<file path="config.mk">
export PLATFORM = sky130hd
export DESIGN_NAME = scale_weight_frame_parser
export DESIGN_NICKNAME = d
export VERILOG_FILES = /design/src/hw/rtl/swfp_pkg.sv /design/src/hw/rtl/swfp_store.sv /design/src/hw/rtl/swfp_ctrl.sv /design/src/hw/rtl/scale_weight_frame_parser.sv
export VERILOG_INCLUDE_DIRS = /design/src /design/src/hw/rtl
export SDC_FILE = /design/constraint.sdc
export NUM_CORES = 1
export LEC_CHECK = 0
export ABC_AREA = 1
export BUFFER_PORTS_ARGS = -buffer_cell sky130_fd_sc_hd__buf_4
export CAP_MARGIN = 5
export CORE_ASPECT_RATIO = 0.75
export CORE_UTILIZATION = 40
export CTS_CLUSTER_SIZE = 8
export DETAILED_ROUTE_END_ITERATION = 7
export GPL_TIMING_DRIVEN = 0
export PLACE_DENSITY = 0.66
export REMOVE_ABC_BUFFERS = 1
export SETUP_SLACK_MARGIN = 0.05
export SLEW_MARGIN = 10
export SYNTH_ARGS = -nofsm -noshare
export SYNTH_HDL_FRONTEND = slang
export SYNTH_SLANG_ARGS = --single-unit
</file>
<file path="constraint.sdc">
create_clock -name clk -period 2.8 [get_ports clk]
set_input_delay 0.84 -clock clk [delete_from_list [all_inputs] [get_ports clk]]
set_output_delay 0.84 -clock clk [all_outputs]
set_load 0.02 [all_outputs]
</file>
<file path="src/hw/rtl/scale_weight_frame_parser_assert.svh">
// Assertion macros for the scale weight frame parser.
// Included by the RTL files that carry concurrent checks; needs no package.
`ifndef SCALE_WEIGHT_FRAME_PARSER_ASSERT_SVH
`define SCALE_WEIGHT_FRAME_PARSER_ASSERT_SVH

// Check a condition in the same cycle as its trigger.
`define SWFP_ASSERT_SAME(lbl, clk, rst_n, ante, cons) \
  lbl: assert property (@(posedge clk) disable iff (!rst_n) (ante) |-> (cons)) \
    else $error("swfp: same-cycle check failed");

// Check a condition in the cycle after its trigger.
`define SWFP_ASSERT_NEXT(lbl, clk, rst_n, ante, cons) \
  lbl: assert property (@(posedge clk) disable iff (!rst_n) (ante) |=> (cons)) \
    else $error("swfp: next-cycle check failed");

`endif

</file>
<file path="src/hw/rtl/swfp_pkg.sv">
// Shared types, character constants and helper functions of the frame parser.
// No dependencies; imported by every RTL module of the block.
`timescale 1ns / 1ps
`default_nettype none

package swfp_pkg;

  // Defaults for the top-level parameters
  localparam int DEF_BUFFER_DEPTH  = 32;
  localparam int DEF_CHECKSUM_SPAN = 8;

  // Framing characters
  localparam logic [7:0] CH_LF     = 8'h0A;
  localparam logic [7:0] CH_CR     = 8'h0D;
  localparam logic [7:0] CH_ETX    = 8'h03;
  localparam logic [7:0] CH_STX    = 8'h02;
  localparam logic [7:0] CH_ZERO   = 8'h30;
  localparam logic [7:0] CH_NIBBLE = 8'h0F;

  // Fixed position of the units digit for the CR fixed-layout model; the higher
  // digits sit at the positions below it
  localparam int FIXED_TOP_POS = 6;

  typedef enum logic [2:0] {
    MODEL_LF_STX   = 3'd0,
    MODEL_CR_A     = 3'd1,
    MODEL_CR_B     = 3'd2,
    MODEL_ETX_XOR  = 3'd3,
    MODEL_CR_FIXED = 3'd4
  } model_t;

  typedef enum logic [2:0] {
    ST_OK        = 3'd0,
    ST_BAD_DIGIT = 3'd1,
    ST_UNSETTLED = 3'd2,
    ST_CHECKSUM  = 3'd3,
    ST_FRAME     = 3'd4
  } status_t;

  typedef enum logic [3:0] {
    S_IDLE,
    S_SCAN_RD,
    S_SCAN_EV,
    S_SUM_RD,
    S_SUM_EV,
    S_DIG_RD,
    S_DIG_EV,
    S_SETTLE,
    S_FINISH
  } state_t;

  // Frame store control from the sequencer
  typedef struct packed {
    logic wr_en;
    logic rd_en;
    logic clr;
  } store_ctl_t;

  // One result transaction
  typedef struct packed {
    logic [4:0][3:0] digits;
    logic            upd;
    status_t         status;
  } result_t;

  // True when the character closes a frame of the given model
  function automatic logic end_match(input logic [2:0] model, input logic [7:0] c);
    logic hit;
    case (model)
      MODEL_LF_STX:   hit = (c == CH_LF);
      MODEL_CR_A:     hit = (c == CH_CR);
      MODEL_CR_B:     hit = (c == CH_CR);
      MODEL_ETX_XOR:  hit = (c == CH_ETX);
      MODEL_CR_FIXED: hit = (c == CH_CR);
      default:        hit = 1'b0;
    endcase
    return hit;
  endfunction

  // Smallest end position that a frame of each model may have
  function automatic logic [3:0] min_len(input logic [2:0] model);
    logic [3:0] len;
    case (model)
      MODEL_LF_STX:   len = 4'd12;
      MODEL_CR_A:     len = 4'd5;
      MODEL_CR_B:     len = 4'd8;
      MODEL_ETX_XOR:  len = 4'd8;
      MODEL_CR_FIXED: len = 4'd7;
      default:        len = 4'd0;
    endcase
    return len;
  endfunction

  // Distance of the units digit back from the end character
  function automatic logic [3:0] back_off(input logic [2:0] model);
    logic [3:0] off;
    case (model)
      MODEL_LF_STX:  off = 4'd8;
      MODEL_CR_A:    off = 4'd1;
      MODEL_CR_B:    off = 4'd3;
      MODEL_ETX_XOR: off = 4'd4;
      default:       off = 4'd0;
    endcase
    return off;
  endfunction

  function automatic logic [3:0] digit_of(input logic [7:0] c);
    logic [7:0] d;
    d = (c - CH_ZERO) & CH_NIBBLE;
    return d[3:0];
  endfunction

  function automatic logic is_digit(input logic [7:0] c);
    return (c >= CH_ZERO) && (c <= (CH_ZERO + 8'd9));
  endfunction

endpackage

`default_nettype wire

</file>
<file path="src/hw/rtl/swfp_store.sv">
// Frame store: byte memory with one write port, one registered read port and per-entry valid bits.
// Depends on swfp_pkg for the control struct.
`timescale 1ns / 1ps
`default_nettype none

module swfp_store #(
  parameter int BUFFER_DEPTH = 32,
  localparam int AW = $clog2(BUFFER_DEPTH)
) (
  input  logic                   clk,
  input  logic                   rst_n,
  input  swfp_pkg::store_ctl_t   ctl,
  input  logic [AW-1:0]          wr_addr,
  input  logic [7:0]             wr_data,
  input  logic [AW-1:0]          rd_addr,
  output logic [7:0]             rd_data
);
  import swfp_pkg::*;

  logic [7:0]              mem [BUFFER_DEPTH];
  logic [BUFFER_DEPTH-1:0] vld_r;
  logic [7:0]              rd_data_r;

  // Write port and registered read; an unwritten entry reads as zero
  always_ff @(posedge clk) begin
    if (ctl.wr_en) begin
      mem[wr_addr] <= wr_data;
    end
    if (ctl.rd_en) begin
      rd_data_r <= vld_r[rd_addr] ? mem[rd_addr] : 8'h00;
    end
  end

  // Valid bits: drop all on reset or clear, set on write
  always_ff @(posedge clk) begin
    if (!rst_n) begin
      vld_r <= '0;
    end else if (ctl.clr) begin
      vld_r <= '0;
    end else if (ctl.wr_en) begin
      vld_r[wr_addr] <= 1'b1;
    end
  end

  assign rd_data = rd_data_r;

endmodule

`default_nettype wire

</file>
<file path="src/hw/rtl/swfp_ctrl.sv">
// Frame sequencer: stores bytes, then walks the frame store one read at a time
// through the shared byte evaluator. Depends on swfp_pkg and the assertion header.
`timescale 1ns / 1ps
`default_nettype none
`include "scale_weight_frame_parser_assert.svh"

module swfp_ctrl #(
  parameter int BUFFER_DEPTH  = 32,
  parameter int CHECKSUM_SPAN = 8,
  localparam int AW = $clog2(BUFFER_DEPTH)
) (
  input  logic                 clk,
  input  logic                 rst_n,
  input  logic [2:0]           model,
  input  logic                 in_valid,
  output logic                 in_ready,
  input  logic [7:0]           in_byte,
  output swfp_pkg::store_ctl_t st_ctl,
  output logic [AW-1:0]        st_wr_addr,
  output logic [AW-1:0]        st_rd_addr,
  output logic [7:0]           st_wr_data,
  input  logic [7:0]           st_rd_data,
  output logic                 res_valid,
  input  logic                 res_ready,
  output swfp_pkg::result_t    res
);
  import swfp_pkg::*;

  state_t          state_r, state_nxt;
  logic [AW-1:0]   wr_idx_r, wr_idx_nxt;
  logic [AW-1:0]   p_r, p_nxt;
  logic [AW-1:0]   addr_r, addr_nxt;
  logic [AW-1:0]   cnt_r, cnt_nxt;
  logic [2:0]      k_r, k_nxt;
  logic [7:0]      prev_r, prev_nxt;
  logic [7:0]      sum_r, sum_nxt;
  logic [3:0]      hi_r, hi_nxt;
  logic [4:0][3:0] digits_r, digits_nxt;
  logic [3:0]      prev_top_r, prev_top_nxt;
  status_t         status_r, status_nxt;
  logic            upd_r, upd_nxt;

  logic            in_acc;
  logic            is_end;
  logic            short_f;
  logic [AW-1:0]   p_sel;
  logic [AW-1:0]   dig_base;
  logic [7:0]      cur;
  logic            pair_hit;
  logic            scan_fail;
  logic            stx_fail;
  logic            sum_last;
  logic            sum_bad;
  logic            dig_bad;
  logic            dig_last;
  logic            top_same;
  logic            cr_model;

  // Shared byte evaluator: decisions on the byte just read
  assign in_acc   = in_valid && (state_r == S_IDLE);
  assign is_end   = end_match(model, in_byte);
  assign short_f  = wr_idx_r < AW'(min_len(model));
  assign p_sel    = (state_r == S_IDLE) ? wr_idx_r : p_r;
  assign dig_base = (model == MODEL_CR_FIXED) ? AW'(FIXED_TOP_POS)
                                              : p_sel - AW'(back_off(model));
  assign cur      = st_rd_data;
  assign pair_hit = (cnt_r != '0) && (prev_r == CH_CR) && (cur == CH_LF);
  assign stx_fail = (cnt_r == '0) && (cur != CH_STX);
  assign scan_fail = !pair_hit && (stx_fail || (cnt_r == p_r) || (cur == 8'h00));
  assign sum_last = cnt_r == AW'(CHECKSUM_SPAN + 2);
  assign sum_bad  = sum_last && ({hi_r, cur[3:0]} != sum_r);
  assign dig_bad  = (model != MODEL_LF_STX) && !is_digit(cur);
  assign dig_last = k_r == 3'd4;
  assign top_same = prev_top_r == digits_r[4];
  assign cr_model = (model == MODEL_CR_A) || (model == MODEL_CR_B) ||
                    (model == MODEL_CR_FIXED);

  // Next state
  always_comb begin
    state_nxt = state_r;
    case (state_r)
      S_IDLE: begin
        if (in_acc && is_end) begin
          if (short_f) begin
            state_nxt = S_FINISH;
          end else if (model == MODEL_LF_STX) begin
            state_nxt = S_SCAN_RD;
          end else if (model == MODEL_ETX_XOR) begin
            state_nxt = S_SUM_RD;
          end else begin
            state_nxt = S_DIG_RD;
          end
        end
      end
      S_SCAN_RD: state_nxt = S_SCAN_EV;
      S_SCAN_EV: begin
        if (pair_hit) begin
          state_nxt = S_DIG_RD;
        end else if (scan_fail) begin
          state_nxt = S_FINISH;
        end else begin
          state_nxt = S_SCAN_RD;
        end
      end
      S_SUM_RD: state_nxt = S_SUM_EV;
      S_SUM_EV: begin
        if (stx_fail || sum_bad) begin
          state_nxt = S_FINISH;
        end else if (sum_last) begin
          state_nxt = S_DIG_RD;
        end else begin
          state_nxt = S_SUM_RD;
        end
      end
      S_DIG_RD: state_nxt = S_DIG_EV;
      S_DIG_EV: begin
        if (dig_bad) begin
          state_nxt = S_FINISH;
        end else if (dig_last) begin
          state_nxt = S_SETTLE;
        end else begin
          state_nxt = S_DIG_RD;
        end
      end
      S_SETTLE: state_nxt = S_FINISH;
      S_FINISH: begin
        if (res_ready) begin
          state_nxt = S_IDLE;
        end
      end
      default: state_nxt = S_IDLE;
    endcase
  end

  // Outputs of the sequencer
  always_comb begin
    in_ready      = (state_r == S_IDLE);
    st_ctl.wr_en  = in_acc;
    st_ctl.rd_en  = (state_r == S_SCAN_RD) || (state_r == S_SUM_RD) ||
                    (state_r == S_DIG_RD);
    st_ctl.clr    = (state_r == S_SETTLE) && (model == MODEL_CR_FIXED) && top_same;
    st_wr_addr    = wr_idx_r;
    st_wr_data    = in_byte;
    st_rd_addr    = addr_r;
    res_valid     = (state_r == S_FINISH);
    res.digits    = digits_r;
    res.upd       = upd_r;
    res.status    = status_r;
  end

  // Datapath next values
  always_comb begin
    wr_idx_nxt   = wr_idx_r;
    p_nxt        = p_r;
    addr_nxt     = addr_r;
    cnt_nxt      = cnt_r;
    k_nxt        = k_r;
    prev_nxt     = prev_r;
    sum_nxt      = sum_r;
    hi_nxt       = hi_r;
    digits_nxt   = digits_r;
    prev_top_nxt = prev_top_r;
    status_nxt   = status_r;
    upd_nxt      = upd_r;
    case (state_r)
      S_IDLE: begin
        if (in_acc) begin
          if (!is_end) begin
            // advance, holding on the last slot when full
            if (wr_idx_r != AW'(BUFFER_DEPTH - 1)) begin
              wr_idx_nxt = wr_idx_r + 1'b1;
            end
          end else begin
            wr_idx_nxt = '0;
            p_nxt      = wr_idx_r;
            cnt_nxt    = '0;
            k_nxt      = '0;
            sum_nxt    = '0;
            upd_nxt    = 1'b0;
            status_nxt = short_f ? ST_FRAME : ST_OK;
            addr_nxt   = ((model == MODEL_LF_STX) || (model == MODEL_ETX_XOR)) ? '0
                                                                                : dig_base;
          end
        end
      end
      S_SCAN_EV: begin
        prev_nxt = cur;
        cnt_nxt  = cnt_r + 1'b1;
        addr_nxt = addr_r + 1'b1;
        if (pair_hit) begin
          addr_nxt = dig_base;
        end else if (scan_fail) begin
          status_nxt = ST_FRAME;
        end
      end
      S_SUM_EV: begin
        cnt_nxt = cnt_r + 1'b1;
        if ((cnt_r != '0) && (cnt_r <= AW'(CHECKSUM_SPAN))) begin
          sum_nxt = sum_r ^ cur;
        end
        if (cnt_r == AW'(CHECKSUM_SPAN + 1)) begin
          hi_nxt = cur[3:0];
        end
        // pick the next address: span bytes, then the two checksum characters
        if (cnt_nxt == AW'(CHECKSUM_SPAN + 1)) begin
          addr_nxt = p_r - AW'(2);
        end else if (cnt_nxt == AW'(CHECKSUM_SPAN + 2)) begin
          addr_nxt = p_r - AW'(1);
        end else begin
          addr_nxt = cnt_nxt;
        end
        if (stx_fail) begin
          status_nxt = ST_FRAME;
        end else if (sum_bad) begin
          status_nxt = ST_CHECKSUM;
        end else if (sum_last) begin
          addr_nxt = dig_base;
        end
      end
      S_DIG_EV: begin
        // write the digit before it is checked
        digits_nxt[k_r] = digit_of(cur);
        k_nxt           = k_r + 1'b1;
        addr_nxt        = addr_r - 1'b1;
        if (dig_bad) begin
          status_nxt = ST_BAD_DIGIT;
        end
      end
      S_SETTLE: begin
        if (cr_model) begin
          if (!top_same) begin
            prev_top_nxt = digits_r[4];
            status_nxt   = ST_UNSETTLED;
          end else begin
            upd_nxt = 1'b1;
          end
        end else if (model == MODEL_ETX_XOR) begin
          upd_nxt = 1'b1;
        end
      end
      default: begin
      end
    endcase
  end

  // Control and architectural state
  always_ff @(posedge clk) begin
    if (!rst_n) begin
      state_r    <= S_IDLE;
      wr_idx_r   <= '0;
      digits_r   <= '0;
      prev_top_r <= '0;
      status_r   <= ST_OK;
      upd_r      <= 1'b0;
    end else begin
      state_r    <= state_nxt;
      wr_idx_r   <= wr_idx_nxt;
      digits_r   <= digits_nxt;
      prev_top_r <= prev_top_nxt;
      status_r   <= status_nxt;
      upd_r      <= upd_nxt;
    end
  end

  // Working registers of the walk
  always_ff @(posedge clk) begin
    p_r    <= p_nxt;
    addr_r <= addr_nxt;
    cnt_r  <= cnt_nxt;
    k_r    <= k_nxt;
    prev_r <= prev_nxt;
    sum_r  <= sum_nxt;
    hi_r   <= hi_nxt;
  end

  // Checks
  `SWFP_ASSERT_NEXT(a_idx_rewind, clk, rst_n, in_acc && is_end, wr_idx_r == '0)
  `SWFP_ASSERT_SAME(a_idx_range, clk, rst_n, 1'b1, wr_idx_r <= AW'(BUFFER_DEPTH - 1))
  `SWFP_ASSERT_SAME(a_upd_ok, clk, rst_n, state_r == S_FINISH, !upd_r || (status_r == ST_OK))
  `SWFP_ASSERT_NEXT(a_hold_result, clk, rst_n, res_valid && !res_ready, res_valid && $stable(res))

endmodule

`default_nettype wire

</file>
<file path="src/hw/rtl/scale_weight_frame_parser.sv">
// Weighing-scale display frame parser: one serial character per input transaction,
// one result per end character. A byte that does not end a frame is stored and the
// block stays ready. An end character starts a walk over the frame store through its
// single read port, each byte read taking an address state and then an evaluate
// state, followed by a settle state and a state that hands over the result. The ETX
// model first reads the start byte, the checksum span and the two checksum characters,
// and the LF model first runs a CR LF search that reads from position 0 onward.
// Input is held off (in_ready low) for that whole time and while a result waits.
// Depends on swfp_pkg, swfp_store and swfp_ctrl.
`timescale 1ns / 1ps
`default_nettype none

module scale_weight_frame_parser #(
  parameter int BUFFER_DEPTH  = swfp_pkg::DEF_BUFFER_DEPTH,
  parameter int CHECKSUM_SPAN = swfp_pkg::DEF_CHECKSUM_SPAN
) (
  input  logic       clk,
  input  logic       rst_n,
  input  logic       cfg_wr_en,
  input  logic [2:0] cfg_wr_data,
  input  logic       in_valid,
  output logic       in_ready,
  input  logic [7:0] in_rx_byte,
  output logic       out_valid,
  input  logic       out_ready,
  output logic [3:0] out_digit_units,
  output logic [3:0] out_digit_tens,
  output logic [3:0] out_digit_hundreds,
  output logic [3:0] out_digit_thousands,
  output logic [3:0] out_digit_ten_thousands,
  output logic       out_update_display,
  output logic [2:0] out_frame_status
);
  import swfp_pkg::*;

  localparam int AW = $clog2(BUFFER_DEPTH);

  logic [2:0]    model_r;
  store_ctl_t    st_ctl;
  logic [AW-1:0] st_wr_addr;
  logic [AW-1:0] st_rd_addr;
  logic [7:0]    st_wr_data;
  logic [7:0]    st_rd_data;
  logic          res_valid;
  logic          res_ready;
  result_t       res;
  logic          out_valid_r;
  result_t       out_r;

  // Display model register
  always_ff @(posedge clk) begin
    if (!rst_n) begin
      model_r <= MODEL_LF_STX;
    end else if (cfg_wr_en) begin
      model_r <= cfg_wr_data;
    end
  end

  swfp_store #(
    .BUFFER_DEPTH(BUFFER_DEPTH)
  ) u_store (
    .clk     (clk),
    .rst_n   (rst_n),
    .ctl     (st_ctl),
    .wr_addr (st_wr_addr),
    .wr_data (st_wr_data),
    .rd_addr (st_rd_addr),
    .rd_data (st_rd_data)
  );

  swfp_ctrl #(
    .BUFFER_DEPTH (BUFFER_DEPTH),
    .CHECKSUM_SPAN(CHECKSUM_SPAN)
  ) u_ctrl (
    .clk        (clk),
    .rst_n      (rst_n),
    .model      (model_r),
    .in_valid   (in_valid),
    .in_ready   (in_ready),
    .in_byte    (in_rx_byte),
    .st_ctl     (st_ctl),
    .st_wr_addr (st_wr_addr),
    .st_rd_addr (st_rd_addr),
    .st_wr_data (st_wr_data),
    .st_rd_data (st_rd_data),
    .res_valid  (res_valid),
    .res_ready  (res_ready),
    .res        (res)
  );

  // Output register: load when empty or being drained
  assign res_ready = !out_valid_r || out_ready;

  always_ff @(posedge clk) begin
    if (!rst_n) begin
      out_valid_r <= 1'b0;
    end else if (res_valid && res_ready) begin
      out_valid_r <= 1'b1;
    end else if (out_ready) begin
      out_valid_r <= 1'b0;
    end
  end

  always_ff @(posedge clk) begin
    if (res_valid && res_ready) begin
      out_r <= res;
    end
  end

  assign out_valid               = out_valid_r;
  assign out_digit_units         = out_r.digits[0];
  assign out_digit_tens          = out_r.digits[1];
  assign out_digit_hundreds      = out_r.digits[2];
  assign out_digit_thousands     = out_r.digits[3];
  assign out_digit_ten_thousands = out_r.digits[4];
  assign out_update_display      = out_r.upd;
  assign out_frame_status        = out_r.status;

endmodule

`default_nettype wire

</file>
==> results.sh, run 1 <==
export IMPL_synth_seq_cells=399
export IMPL_crit_arrival_ps=2860
export IMPL_final_max_slew_viol_count=0
export IMPL_timing_final_crit_share_pct=95.7
export IMPL_clock_latency_ps=580
export IMPL_intPower_mw=10.2
export IMPL_vias=12300
export IMPL_synthCells=1574
export IMPL_avgSynthCellArea_um2=10.9
export IMPL_min_path_type="reg2reg"
export IMPL_fin_util_pct=47.3
export IMPL_grt_max_degree=70
export IMPL_hold_end="out_update_display$_DFFE_PP_"
export IMPL_skew_ps=23.4
export IMPL_finalHoldViolCount=0
export IMPL_power_density_nw_per_um2=651
export IMPL_io_buffers=41
export IMPL_synth_seq_area_share_pct=65.7
export IMPL_crit_required_ps=2980
export IMPL_root_buffer="clkbuf_16"
export IMPL_synth_edff_count=326
export IMPL_grt_total_usage_pct=19.9
export IMPL_p_seq_share_pct=49.8
export IMPL_min_from="u_ctrl.upd_r$_SDFFE_PN0P_"
export IMPL_startpoint_type="register"
export IMPL_layout_drive_gt1_share_pct=10.4
export IMPL_switching_power_mw=2.74
export IMPL_floorplan_initialDensity_pct=40.6
export IMPL_antenna_cells=0
export IMPL_cts_inserted_buffers=55
export IMPL_drt_iter0_markers=1425
export IMPL_yosys_warnings=0
export IMPL_synth_top_area_cell="edfxtp_1"
export IMPL_crit_fanout=13
export IMPL_stdcell_count=2240
export IMPL_path_class="reg2reg"
export IMPL_gp_congestion=0.923
export IMPL_die_area_um2=43600
export IMPL_fmax_mhz=373
export IMPL_cts_tree="built"
export IMPL_h_tree_depth=2
export IMPL_r2r_setup_slack_ps=120
export IMPL_slew_headroom_pct=31.0
export IMPL_clk_pin_slew_ps=50
export IMPL_r2r_start="u_ctrl.state_r[3]$_SDFFE_PN0P_"
export IMPL_grt_overflow_total=0
export IMPL_ant_nets=0
export IMPL_worst_slew_pin_slew_ps=1030
export IMPL_cp_end_kind="register"
export IMPL_routed_wirelength_um=43300
export IMPL_crit_path_max_incr_delay_ps=910
export IMPL_areaGrowthSynthToFinish_pct=16.3
export IMPL_critPathSlowestCell="nor2_1"
export IMPL_synthTopCellsByArea="edfxtp_1, dfxtp_1, nor2_1"
export IMPL_synth_top_flop_cell="edfxtp_1"
export IMPL_viasPerCell=5.49
export IMPL_p_clk_share_pct=47.2
export IMPL_r2r_cells=5
export IMPL_die_h_um=181
export IMPL_ctsLongestPathBuffers=3
export IMPL_status="finished, final reports clean"
export IMPL_maxCapViolCount=0
export IMPL_r2r_end="u_store.mem[13][1]$_DFFE_PP_"
export IMPL_final_common_cell="edfxtp_1"
export IMPL_grt_pass1_vias=11800
export IMPL_synth_area_um2=17100
export IMPL_ir_drop_mv=0.604
export IMPL_grt_pass1_wl_um=66900
export IMPL_io_pins=42
export IMPL_finalPower_mw=13.0
export IMPL_layout_common_cells="edfxtp_1, nor2_1, o21ai_0"
export IMPL_antenna_found_initial=0
export IMPL_dp_hpwl_um=26300
export IMPL_rsz0062_at_grt="no"
export IMPL_core_area_um2=42100
export IMPL_synth_cell_types=48
export IMPL_rows=65
export IMPL_p_leak_nw=7.06
export IMPL_dp_cells=2131
export IMPL_worstPathCellList="nor2_2 > nand2_2 > nor2_4 > nand2_1 > nor2_1"
export IMPL_sw_frac_of_total_pct=21.1
export IMPL_layout_nets=1665
export IMPL_min_period_ps=2680
export IMPL_p_comb_share_pct=2.9
export IMPL_fin_ws_ps=120
export IMPL_setup_viol=0
export IMPL_yosys_area_top_type_share_pct=57.2
export IMPL_drc=0
export IMPL_min_path_cells=0
export IMPL_place_ws_ps=-170
export IMPL_die_w_um=241
export IMPL_drt_pass1_iterations=6
export IMPL_ys_async_sr_fraction_pct=0
export IMPL_cts_sinks=399
export IMPL_wire_per_inst_um=19.3
sequential cells by signal, summed over array words and instances (netlist names), 5 cells and up:
name               cells
u_ctrl.st_wr_addr      5
u_ctrl.sum_r           8
u_store.vld_r         32
u_store.mem          256
u_ctrl.st_rd_addr      5
u_store.rd_data        8
u_ctrl.cnt_r           5
u_ctrl.res            20
u_ctrl.prev_r          8
u_ctrl.p_r             5
per-layer routing:
metal | track usage, % | routed length [µm]
met3 | 3.85 | 3740
met5 | 0 | 0
met2 | 29.9 | 19000
met1 | 29.0 | 19400
met4 | 6.48 | 1110
metrics by stage:
| step | cell area, µm² | hold WS (ps) | TNS, ps |
|---|---|---|---|
| 2_1_floorplan | 16800 | 403 | -26850 |
| 3_3_place_gp | 17800 | 412 | -76960 |
| 3_5_place_dp | 18200 | 417 | -3760 |
| 4_1_cts | 19900 | 430 | 0 |
| 5_1_grt | 19900 | 438 | 0 |
| 6_report | 19900 | 428 | 0 |
how the worst max path moves through the flow:
| stage | startpoint | endpoint | cells after the start |
|---|---|---|---|
| after CTS | u_ctrl.st_rd_addr[0]$_DFFE_PP_ | u_store.rd_data[7]$_SDFFCE_PN0P_ | 13 |
| final | u_ctrl.state_r[3]$_SDFFE_PN0P_ | u_store.mem[13][1]$_DFFE_PP_ | 5 |
| after detailed placement | u_ctrl.st_rd_addr[0]$_DFFE_PP_ | u_store.rd_data[4]$_SDFFCE_PN0P_ | 13 |
| after global routing | u_ctrl.st_rd_addr[0]$_DFFE_PP_ | u_store.rd_data[4]$_SDFFCE_PN0P_ | 13 |
| after floorplan | u_ctrl.st_rd_addr[0]$_DFFE_PP_ | u_ctrl.st_rd_addr[2]$_DFFE_PP_ | 8 |
| after global placement | u_ctrl.st_rd_addr[0]$_DFFE_PP_ | u_store.rd_data[0]$_SDFFCE_PN0P_ | 9 |
power groups by stage:
| stage | Combinational, mW | Clock (mW) | Sequential, mW |
|---|---|---|---|
| 2_1_floorplan | 0.190 | 0 | 6.58 |
| 3_3_place_gp | 0.344 | 0 | 6.58 |
| 3_5_place_dp | 0.369 | 0 | 6.58 |
| 4_1_cts | 0.373 | 6.18 | 6.46 |
| 5_1_grt | 0.418 | 6.45 | 6.46 |
| 6_report | 0.381 | 6.12 | 6.46 |
repair_timing:
| action | 4_1_cts | 5_1_grt |
|---|---|---|
| gates cloned | 2 | 2 |
| hold buffers | 0 | 0 |
| endpoints found under the setup margin | 9 | 16 |
| buffers inserted | 1 | 1 |
| resized for setup | 6 | 7 |
critical path, delay by kind of cell (launching register included):
family | cells | cell delay (ps)
flip-flops | 1 | 350
AND/OR/NAND/NOR | 5 | 1930
logic make-up after synthesis:
group | share of synthesized area (%)
XOR/XNOR | 1.18
flip-flops | 65.7
AO/OA/AOI/OAI | 11.6
AND/OR/NAND/NOR | 15.5
multiplexers | 0.117
adder cells (fa/ha/maj) | 1.80
buffers and inverters | 4.13
synth_stat cells (15+ instances only):
master	number
a21oi_1	59
buf_2	22
clkbuf_1	36
dfxtp_1	73
edfxtp_1	326
ha_1	23
inv_1	88
inv_2	15
nand2_1	155
nand3_1	91
nor2_1	312
o21ai_0	166
o21ai_1	22
o221ai_1	57
cell type report:
type / instances / area (µm²)
clock buffers: 101 / 1550
repair buffers: 61 / 757
inverters: 106 / 427
flip-flops and latches: 399 / 11300
fillers: 3822 / 22200
repair inverters: 2 / 15.0
multi-input cells: 1000 / 5170
well taps: 569 / 712
clock inverters: 2 / 28.8
Note: power is estimated with default switching activity, not from simulation.
==> inputs of run 2 (changes only) <==
--- a/config.mk
+++ b/config.mk
@@ -7,14 +7,17 @@
 export NUM_CORES = 1
 export LEC_CHECK = 0
 export ABC_AREA = 1
-export BUFFER_PORTS_ARGS = -buffer_cell sky130_fd_sc_hd__buf_4
+export ABC_CLOCK_PERIOD_IN_PS = 2800
+export BUFFER_PORTS_ARGS = -buffer_cell sky130_fd_sc_hd__buf_2
 export CAP_MARGIN = 5
+export CELL_PAD_IN_SITES_DETAIL_PLACEMENT = 1
+export CELL_PAD_IN_SITES_GLOBAL_PLACEMENT = 1
 export CORE_ASPECT_RATIO = 0.75
 export CORE_UTILIZATION = 40
 export CTS_CLUSTER_SIZE = 8
 export DETAILED_ROUTE_END_ITERATION = 7
 export GPL_TIMING_DRIVEN = 0
-export PLACE_DENSITY = 0.66
+export PLACE_DENSITY = 0.76
 export REMOVE_ABC_BUFFERS = 1
 export SETUP_SLACK_MARGIN = 0.05
 export SLEW_MARGIN = 10
==> run 2 against run 1 <==
Effect of this change:
- hold slack got worse by 0.87 ps
- worst setup slack got worse by 50 ps
- clock skew is 3.7 ps lower
==> results.sh, run 2 (synthesis gave the netlist of run 1 again) <==
export IMPL_fin_ws_ps=70.4
export IMPL_critPathSlowestCell="clkinvlp_2"
export IMPL_crit_fanout=12
export IMPL_dp_hpwl_um=30800
export IMPL_vias=12500
export IMPL_crit_path_max_incr_delay_ps=870
export IMPL_seq_area_um2=11300
export IMPL_clk_pin_slew_ps=60
export IMPL_power_density_nw_per_um2=659
export IMPL_drt_iter0_markers=1134
export IMPL_worstPathCellList="clkinvlp_2 > nand3_1 > nand3_1 > nand3_1 > inv_1"
export IMPL_finalPower_mw=13.1
export IMPL_largest_reg_flops=256
export IMPL_min_path_type="reg2reg"
export IMPL_final_max_slew_viol_count=0
export IMPL_r2r_setup_slack_ps=70
export IMPL_skew_ps=19.7
export IMPL_timing_final_crit_share_pct=97.5
export IMPL_cts_inserted_buffers=55
export IMPL_min_period_ps=2730
export IMPL_grt_use_met2_pct=36.4
export IMPL_cts_sinks=399
export IMPL_r2r_start="u_ctrl.st_rd_addr[3]$_DFFE_PP_"
export IMPL_whs_ps=427
export IMPL_root_buffer="clkbuf_16"
export IMPL_core_area_um2=42100
export IMPL_cts_tree="built"
export IMPL_drc=0
export IMPL_fin_util_pct=47.1
export IMPL_grt_pass1_vias=13200
export IMPL_die_area_um2=43600
export IMPL_ant_nets=0
export IMPL_rows=65
export IMPL_io_buffers=41
export IMPL_viasPerCell=5.59
export IMPL_routed_wirelength_um=49200
export IMPL_layout_common_cells="edfxtp_1, nor2_1, o21ai_0"
export IMPL_slew_headroom_pct=24.5
export IMPL_crit_path_end="u_store.rd_data[6]$_SDFFCE_PN0P_"
export IMPL_r2r_cells=5
export IMPL_grt_max_degree=70
export IMPL_final_common_cell="edfxtp_1"
export IMPL_h_tree_depth=2
export IMPL_io_pins=42
export IMPL_die_w_um=241
export IMPL_layout_drive_gt1_share_pct=10.7
export IMPL_top_register="u_store.mem"
export IMPL_setup_viol=0
export IMPL_clock_latency_ps=590
export IMPL_layout_nets=1664
export IMPL_multi_input_comb_area_um2=5210
export IMPL_grt_pass1_wl_um=76000
export IMPL_ctsLongestPathBuffers=3
export IMPL_busiest_layer="met2"
export IMPL_grt_use_met3_pct=3.97
export IMPL_gp_congestion=0.874
export IMPL_min_from="u_ctrl.res[16]$_SDFFE_PN0P_"
export IMPL_startpoint_type="register"
export IMPL_cp_end_kind="register"
export IMPL_drt_pass1_iterations=6
export IMPL_ctsHoldBuffers=0
export IMPL_worst_slew_pin_slew_ps=1130
export IMPL_crit_arrival_ps=3060
export IMPL_place_ws_ps=-1040
export IMPL_maxCapViolCount=0
export IMPL_p_leak_nw=7.04
export IMPL_die_h_um=181
export IMPL_areaGrowthSynthToFinish_pct=15.8
export IMPL_crit_required_ps=3130
export IMPL_status="finished, final reports clean"
export IMPL_grt_total_usage_pct=22.9
export IMPL_fill_cells=4620
export IMPL_grt_use_met1_pct=32.0
export IMPL_path_class="reg2reg"
export IMPL_cp_common_cell="nand3_1"
export IMPL_antenna_found_initial=1
export IMPL_rsz0062_at_grt="yes"
export IMPL_fmax_mhz=366
export IMPL_grt_overflow_total=0
export IMPL_floorplan_initialDensity_pct=40.6
export IMPL_ir_drop_mv=0.472
export IMPL_r2r_end="u_store.rd_data[6]$_SDFFCE_PN0P_"
export IMPL_startpoint="u_ctrl.st_rd_addr[3]$_DFFE_PP_"
export IMPL_finalHoldViolCount=0
export IMPL_wire_per_inst_um=22.0
==> run 2: cell count changes in the layout (fill, tap and decap cells not counted), sizes merged <==
cell | before | now
bufbuf | 0 | 2
inv | 103 | 101
buf | 60 | 59
clkinvlp | 4 | 2
clkbuf | 102 | 101
diode | 0 | 1
clkinv | 3 | 6
==> run 2: routing by layer <==
layer / up-vias / routed length [µm]
met5: - / 0
met4: 0 / 931
met3: 77 / 3100
met2: 403 / 23100
met1: 6349 / 22100
li1: 5702 / -
==> run 2: cell type report <==
class,count,area share [%]
flip-flops and latches,399,56.7
multi-input cells,1000,26.3
clock buffers,101,7.92
well taps,569,3.59
repair buffers,61,3.18
inverters,106,2.12
clock inverters,2,0.126
repair inverters,1,0.0252
diodes,1,0.0126
==> run 2: critical path, delay by kind of cell, from the launching register on <==
kind          cells  cell delay (ps)
buf+inv           2              920
flops             1              860
simple gates      3              680
==> run 2: worst min-delay path by stage <==
stage | depth (start not counted) | slack [ps] | endpoint
6_report | 0 | 430 | out_digit_thousands[0]$_DFFE_PP_
5_1_grt | 0 | 440 | out_digit_thousands[0]$_DFFE_PP_
4_1_cts | 0 | 430 | out_digit_thousands[0]$_DFFE_PP_
3_5_place_dp | 0 | 410 | out_digit_thousands[0]$_DFFE_PP_
3_3_place_gp | 0 | 410 | out_digit_tens[1]$_DFFE_PP_
2_1_floorplan | 0 | 400 | out_digit_hundreds[0]$_DFFE_PP_
==> run 2: what timing repair did <==
item                       4_1_cts  5_1_grt
setup buffers                    3        1
gates resized for setup          6       12
pin swaps                        1        1
gates cloned                     3        0
setup endpoints to repair       12      149
==> run 2: power breakdown <==
group	switching (mW)	internal, mW
Sequential	0.0208	6.44
Clock	2.48	3.73
Combinational	0.289	0.102
Total	2.79	10.3
==> run 2: per-stage QoR <==
stage	instance area, µm²	setup TNS, ps	cells
finish	19800	0	2240
CTS	19800	0	2238
detailed placement	18100	-21650	2129
floorplan	16800	-26850	1505
global route	19800	0	2239
global placement	17700	-93820	2115
